### config.mk
export PLATFORM = sky130hd
export DESIGN_NAME = mhpq_front
export DESIGN_NICKNAME = d
export VERILOG_FILES = /design/src/rtl/core/mhpq_pkg.sv /design/src/rtl/core/mhpq_front.sv
export SDC_FILE = /design/constraint.sdc
export NUM_CORES = 1
export LEC_CHECK = 0
export BUFFER_PORTS_ARGS = -buffer_cell sky130_fd_sc_hd__buf_4
export CAP_MARGIN = 20
export CORE_MARGIN = 3
export CORE_UTILIZATION = 43
export DETAILED_ROUTE_END_ITERATION = 10
export PLACE_DENSITY = 0.79
export SYNTH_ARGS = -nofsm -noshare
export SYNTH_HDL_FRONTEND = slang
export SYNTH_SLANG_ARGS = --single-unit
### constraint.sdc
create_clock -name clock -period 2.6 [get_ports clock]
set_clock_uncertainty 0.15 [all_clocks]
set_input_delay 0.26 -clock clock [delete_from_list [all_inputs] [get_ports clock]]
set_output_delay 0.26 -clock clock [all_outputs]
set_load 0.01 [all_outputs]
### src/rtl/core/mhpq_pkg.sv
// Package: shared types and constants for the max-heap priority queue.
`timescale 1ns / 1ps
package mhpq_pkg;
   localparam int CAPACITY = 255;
   localparam int TAG_BITS = 16;
   localparam int PRIO_W = 32;
   localparam int TAG_W = 16;
   localparam int CNT_W = $clog2(CAPACITY + 1);
   localparam int ADDR_W = CNT_W;
   localparam int FIFO_DEPTH = 2;

   typedef enum logic [0:0] {
      OP_INSERT = 1'b0,
      OP_REMOVE = 1'b1
   } op_type;

   typedef enum logic [1:0] {
      ST_OK = 2'd0,
      ST_UNDERFLOW = 2'd1,
      ST_OVERFLOW = 2'd2
   } status_type;

   // request handed from the front part to the heap engine
   typedef struct packed {
      op_type op;
      logic signed [PRIO_W-1:0] prio;
      logic [TAG_BITS-1:0] tag;
   } cmd_type;
endpackage

### src/rtl/core/mhpq_front.sv
// Front part: accepts requests and buffers them in a short command queue.
`timescale 1ns / 1ps
module mhpq_front (
   input  logic clock,
   input  logic reset,
   input  logic req_push,
   output logic req_full,
   input  logic req_req_type,
   input  logic signed [mhpq_pkg::PRIO_W-1:0] req_in_priority,
   input  logic [mhpq_pkg::TAG_W-1:0] req_in_tag,
   output logic cmd_valid,
   input  logic cmd_take,
   output mhpq_pkg::cmd_type cmd
);
   import mhpq_pkg::*;

   cmd_type slot_ff [FIFO_DEPTH];
   logic rd_ptr_ff, rd_ptr_in, wr_ptr_ff, wr_ptr_in;
   logic [1:0] cnt_ff, cnt_in;
   logic do_push, do_pop;
   cmd_type new_cmd;

   assign req_full = (cnt_ff == 2'(FIFO_DEPTH));
   assign cmd_valid = (cnt_ff != 2'd0);
   assign cmd = slot_ff[rd_ptr_ff];
   assign do_push = req_push && !req_full;
   assign do_pop = cmd_take && cmd_valid;

   // classify the request; tag masked to its stored width
   always_comb begin
      new_cmd.op = op_type'(req_req_type);
      new_cmd.prio = req_in_priority;
      new_cmd.tag = req_in_tag[TAG_BITS-1:0];
   end

   always_comb begin
      wr_ptr_in = do_push ? ~wr_ptr_ff : wr_ptr_ff;
      rd_ptr_in = do_pop ? ~rd_ptr_ff : rd_ptr_ff;
      cnt_in = cnt_ff + 2'(do_push) - 2'(do_pop);
   end

   always_ff @(posedge clock) begin
      if (reset) begin
         rd_ptr_ff <= 1'b0;
         wr_ptr_ff <= 1'b0;
         cnt_ff <= 2'd0;
      end else begin
         rd_ptr_ff <= rd_ptr_in;
         wr_ptr_ff <= wr_ptr_in;
         cnt_ff <= cnt_in;
      end
   end

   always_ff @(posedge clock) begin
      if (do_push) slot_ff[wr_ptr_ff] <= new_cmd;
   end
endmodule

After elaboration in Yosys (flattened, before gate mapping)
Memory sizes are Yosys's and may differ from the RTL's. A register that Yosys moved wholly into a read port is not among the register bits.
Cells that the tools add are included.
{"block": "totals", "ff_bits": 4, "mem_bits_rw": 98, "in_bits": 53, "out_inout_bits": 51, "wordCells": 17, "mem_count": 1}
{"name": "slot_ff", "depth": 2, "word_bits": 49, "read_ports": 1, "rd_ports_with_merged_regs": 1, "write_ports": 1, "line_no": "mhpq_front.sv:17", "rtl": "cmd_type slot_ff [FIFO_DEPTH];"}
{"block": "classes", "n_addsub": 2, "n_eq_ne": 1, "mux": 4, "bitwise_logic": 2, "n_reduce_logical": 4}
{"op": "1-bit 2-to-1 mux", "n": 4}
{"op": "2-bit by 1-bit adder with 2-bit output", "n": 1}
{"op": "2-bit == test (second input constant)", "n": 1}
{"op": "1-bit logical AND", "n": 2}
{"op": "1-bit inverter", "n": 2}
{"op": "2-bit nonzero test", "n": 1}
{"op": "2-bit by 1-bit subtractor with 2-bit output", "n": 1}
{"op": "1-bit logical NOT", "n": 1}

Longest topological paths before layout
{"block": "logic_depth", "ltp_word": 5, "depth_mapped": 8, "mapped_depth_nobuf": 8}

Worst setup path after synthesis
OpenSTA, ideal clock, no wires.
{"block": "synth_path", "path_kind": "register to register", "startpoint": "register cnt_ff[0]", "endpoint": "memory slot_ff[0][0] (netlist name), enable pin", "setup_time_ps": 403, "t_arrival_ps": 1820, "required_ps": 2047, "setup_slack_ps": 227, "stages_incl_launch_ff": 5, "path_buffers": 0, "synth_period_minus_slack_ps": 2373, "cell_sequence": "dfxtp_1 -> nand2b_2 -> inv_2 -> or3_1 -> inv_1"}
{"block": "synth_between", "elab_chain_cells": 5}
{"element": "start: declaration", "line_no": "mhpq_front.sv:19", "rtl": "logic [1:0] cnt_ff, cnt_in;"}
{"element": "start signal: assignment", "line_no": "mhpq_front.sv:50", "rtl": "cnt_ff <= cnt_in;"}
{"element": "2-bit == test", "line_no": "mhpq_front.sv:23", "rtl": "assign req_full = (cnt_ff == 2'(FIFO_DEPTH));"}
{"element": "via req_full", "line_no": "mhpq_front.sv:7", "rtl": "output logic req_full,"}
{"element": "1-bit logical NOT", "line_no": "mhpq_front.sv:26", "rtl": "assign do_push = req_push && !req_full;"}
{"element": "1-bit logical AND", "line_no": "mhpq_front.sv:26"}
{"element": "1-bit 2-to-1 mux", "line_no": "mhpq_front.sv:55", "rtl": "if (do_push) slot_ff[wr_ptr_ff] <= new_cmd;"}
{"element": "1-bit 2-to-1 mux (not written as such)", "line_no": "mhpq_front.sv:55"}
{"element": "end: declaration", "line_no": "mhpq_front.sv:17"}
The timed path passes the listed nets, and every way through them passes these cells.

==> results.txt <==
Setup violations remaining at the end of the flow were counted as 0. The worst register-to-register path ends at slot_ff[1][7]$_DFFE_PP_. The design draws 4.34 mW. The die extent in x is 99.5 µm. The internal reg-to-reg setup slack came out at 750 ps. The finished layout holds 450 standard cells, fillers aside. Derived from the worst setup path, the maximum achievable clock frequency is 0.463 GHz.

The tools report the sort of element at the end of the critical path as an output pin. The max-capacitance violation count came out at 0. Source-to-sink clock delay at the later pin of the worst-skew pair: 340 ps. The post-synthesis average cell area was 21.1 µm². Counting along the longest clock path gives a buffer depth of 2. The initial utilization of the core area, before any placement, comes to 45.1%.

Hold timing on the final database bottoms out at a slack of 186 ps. Per report_power, the sequential group accounts for 49.4% of the total. Launching point of the worst reg2reg path: cnt_ff[0]$_SDFF_PP0_. The final critical-path setup slack is 439 ps. For the finished layout, the period the worst path requires is 2160 ps. Data required time at the worst endpoint: 2190 ps.

The tools report the instance count of the mapped netlist as 178. For this design, the sink count on the clock tree is 103. The wire length after detailed routing was 6.99 mm. The total internal power is 3.20 mW, and the number of pins with negative max-slew slack in the final report is 0. The logic gate share of total power was 28.9%; the share of the yosys chip area belonging to registers was 80.9%.

After synthesis, the netlist uses 21 different library cells. On the critical path, the stage with the largest delay is an instance of dfxtp_2. In this run the tightest slew margin relative to its limit is 69.5%. For the worst flop-to-flop path, the logic depth is 3.

The transition time at the pin with the least slew margin was 458 ps. The critical path runs through a total of 3 cells. The endpoint arrival time on the critical path was 1750 ps; the number of global-route vias before repair was 2313.

The routed layout has 2121 vias. TritonCTS built the clock tree. By area, the combinational part of the netlist is dominated by multiplexers. The clock network is responsible for 21.7% of the overall power. Traced cell by cell, the critical path runs through buf_12 > mux2_2 > buf_4.

The run finished with clean final reports. The post-route fraction of the period consumed by the critical path is 83.1%, and the placed wire-length estimate after detailed placement is 4.30 mm. The worst hold path was traced through 4 stages.

The post-CTS setup repair buffer count came out at 0. In this run the core area contains 33 standard-cell rows. The share of synthesized area spent on multiplexers was 14.7%.

The H-tree was split into 3 levels. After Yosys synthesis, and, or, nand and nor cells account for 1.33% of the synthesized area. The synthesized netlist devotes 0.665% of its cell area to adder and majority cells.

The delay contributed by the slowest stage of the critical path came out at 600 ps. The critical-path maximum fanout works out to 33. The flip-flop and latch count after synthesis works out to 103. The violation count after the first detailed-routing iteration was 33; the total overflow reported by the global router was 0. The critical path ends at cmd[11]. The mapped netlist covers 0.00376 mm².

The logs give 0.00834 mm² for the core box area and 0 for the number of synthesis warnings. The family with the most delay on the worst path is flip-flops. The critical path buffer and inverter count is 2. The floorplan die height was 99.5 µm; the placer's final routability congestion estimate was 0.673. Root buffer cell: clkbuf_8. The relative area change from synthesis to final layout came out at 42.9%.

The first global-routing pass estimated 11.1 mm of wire. The share of final-layout standard cells stronger than drive strength 1 works out to 51.0%. 104 I/O pins were placed. For this run, the detailed router's first-pass iteration total came to 4. The clock edge transition at the registers on the reported setup and hold paths came out at 90 ps. STA classifies the critical path startpoint as a flip-flop. Entering global routing, the biggest net connects 50 pins. The repair_antennas step left the layout with diodes totalling 0.

IR analysis of the VDD net gives a maximum drop of 0.523 mV. For the number of filler cells placed in the layout, the log shows 584. Setup repair after global routing left no endpoint under its margin. In the final design database the tool counted 396 nets. In this run the power spent charging and discharging nets is 1.14 mW. The number of clock buffers inserted by TritonCTS is 9. Total area of multi-input combinational cells: 671 µm².

Placed instance count: 385. The path class of the tightest hold or removal check is in2reg. The overall routing resource usage was 14.5%; the count of input and output buffers was 103. When the netlist entered floorplanning its net count stood at 233. The area share of xor/xnor cells in the synthesized design is 0.698%. At the placement stage, the worst setup path has a slack of 732 ps. The power density of the placed cells was 808 mW/mm²; the hold violation total from the final report was 0. The die covers 0.00991 mm². Via count normalized by instance count: 4.71.

The path type of the worst setup path was reg2out. Setup total negative slack on the finished layout was measured at 0 ps. The tools report the total area of sequential cells as 0.00304 mm².

The synthesized netlist devotes 0.466% of its cell area to compound gates. The wire length per cell after detailed routing came out at 15.5 µm. The logs give 0 for the initial antenna violation count and 0 for the post-route antenna net violation count.

After detailed routing, the number of remaining DRC violations is 0. Of the total power, the share spent switching nets is 26.2%. For this design the static power due to leakage is 2.04 nW.
==> power by group through the flow <==
stage,sequential [mW],combinational [mW],clock [mW]
global placement,2.17,1.18,0
floorplan,2.14,0.678,0
detailed placement,2.18,1.20,0
global route,2.17,1.35,1.05
finish,2.15,1.25,0.944
CTS,2.15,1.27,0.972
==> placed cells by master (no fill, tap or decap), drive strengths merged <==
cell type    count
nand2b           1
edfxtp          98
ha               2
dlygate4sd3     50
bufinv           1
buf            107
clkinvlp         2
clkinv           1
xnor2            2
o21a             1
and3             1
nor2b            1
mux2            49
a21oi            1
xor2             1
inv              5
nand2            1
nor2             3
o21ai            1
or2              1
or3              1
dfxtp            5
clkbuf          10
==> state kept, by name, indices dropped and copies added, names as in the netlist, named ones only <==
register and count:
slot_ff 98, wr_ptr_ff 1, rd_ptr_ff 1, cnt_ff 2
==> synthesized netlist by cell type, drive strengths merged <==
cell type | n | share of area (%)
a21oi | 1 | 0.13
and3 | 1 | 0.20
buf | 5 | 0.90
dfxtp | 5 | 2.7
edfxtp | 98 | 78
ha | 2 | 0.67
inv | 4 | 0.40
mux2 | 49 | 15
nand2 | 1 | 0.10
nand2b | 1 | 0.23
nor2 | 3 | 0.30
nor2b | 1 | 0.17
o21a | 1 | 0.20
o21ai | 1 | 0.13
or2 | 1 | 0.17
or3 | 1 | 0.17
xnor2 | 2 | 0.47
xor2 | 1 | 0.23
==> cells by family (layout without fill, tap and decap cells) <==
logic type,Yosys count,in the layout
flip-flops,103,103
adder cells (fa/ha/maj),2,2
AND/OR/NAND/NOR,9,9
multiplexers,49,49
AO/OA/AOI/OAI,3,3
XOR/XNOR,3,3
buffers and inverters,9,176
==> timing repair <==
| item | CTS | global route |
|---|---|---|
| resized for setup | 0 | 0 |
| hold endpoints to repair | 103 | 0 |
| hold buffers | 50 | 0 |
==> worst min-delay path by stage <==
stage,startpoint,to,slack [ps]
floorplan,reset,wr_ptr_ff$_SDFFE_PP0N_,180
global placement,req_in_tag[14],slot_ff[0][14]$_DFFE_PP_,300
detailed placement,req_in_tag[5],slot_ff[0][5]$_DFFE_PP_,300
CTS,req_push,wr_ptr_ff$_SDFFE_PP0N_,160
global route,req_push,wr_ptr_ff$_SDFFE_PP0N_,200
finish,cmd_take,flip-flop,190
==> worst reg2reg max path: stages (launching register included) <==
cell	delay, ps
dfxtp_1	380
nand2b_2	160
and3_2	490
buf_4	360
==> routing by layer <==
layer | up-vias | share of wire [%] | track usage [%]
met4 | 0 | 0.64 | 3.68
met1 | 1032 | 41 | 16.8
li1 | 1017 | - | -
met5 | - | 0 | 0
met2 | 68 | 53 | 25.6
met3 | 4 | 6.0 | 5.19
==> area by class of cell <==
cell class / count / area share (%)
tap: 105 / 2.44
inverter: 4 / 0.279
clock inverter: 5 / 1.09
timing repair buffer: 157 / 24.7
multi-input combinational: 66 / 12.5
clock buffer: 10 / 2.37
sequential: 103 / 56.6
==> metrics by stage <==
| stage | area (µm²) | util, % |
|---|---|---|
| 4_1_cts | 5380 | 64.5 |
| 3_5_place_dp | 4690 | 56.2 |
| 6_report | 5380 | 64.5 |
| 3_3_place_gp | 4690 | 56.2 |
| 5_1_grt | 5380 | 64.5 |
| 2_1_floorplan | 3760 | - |
Power figures use the tool's default switching activity.
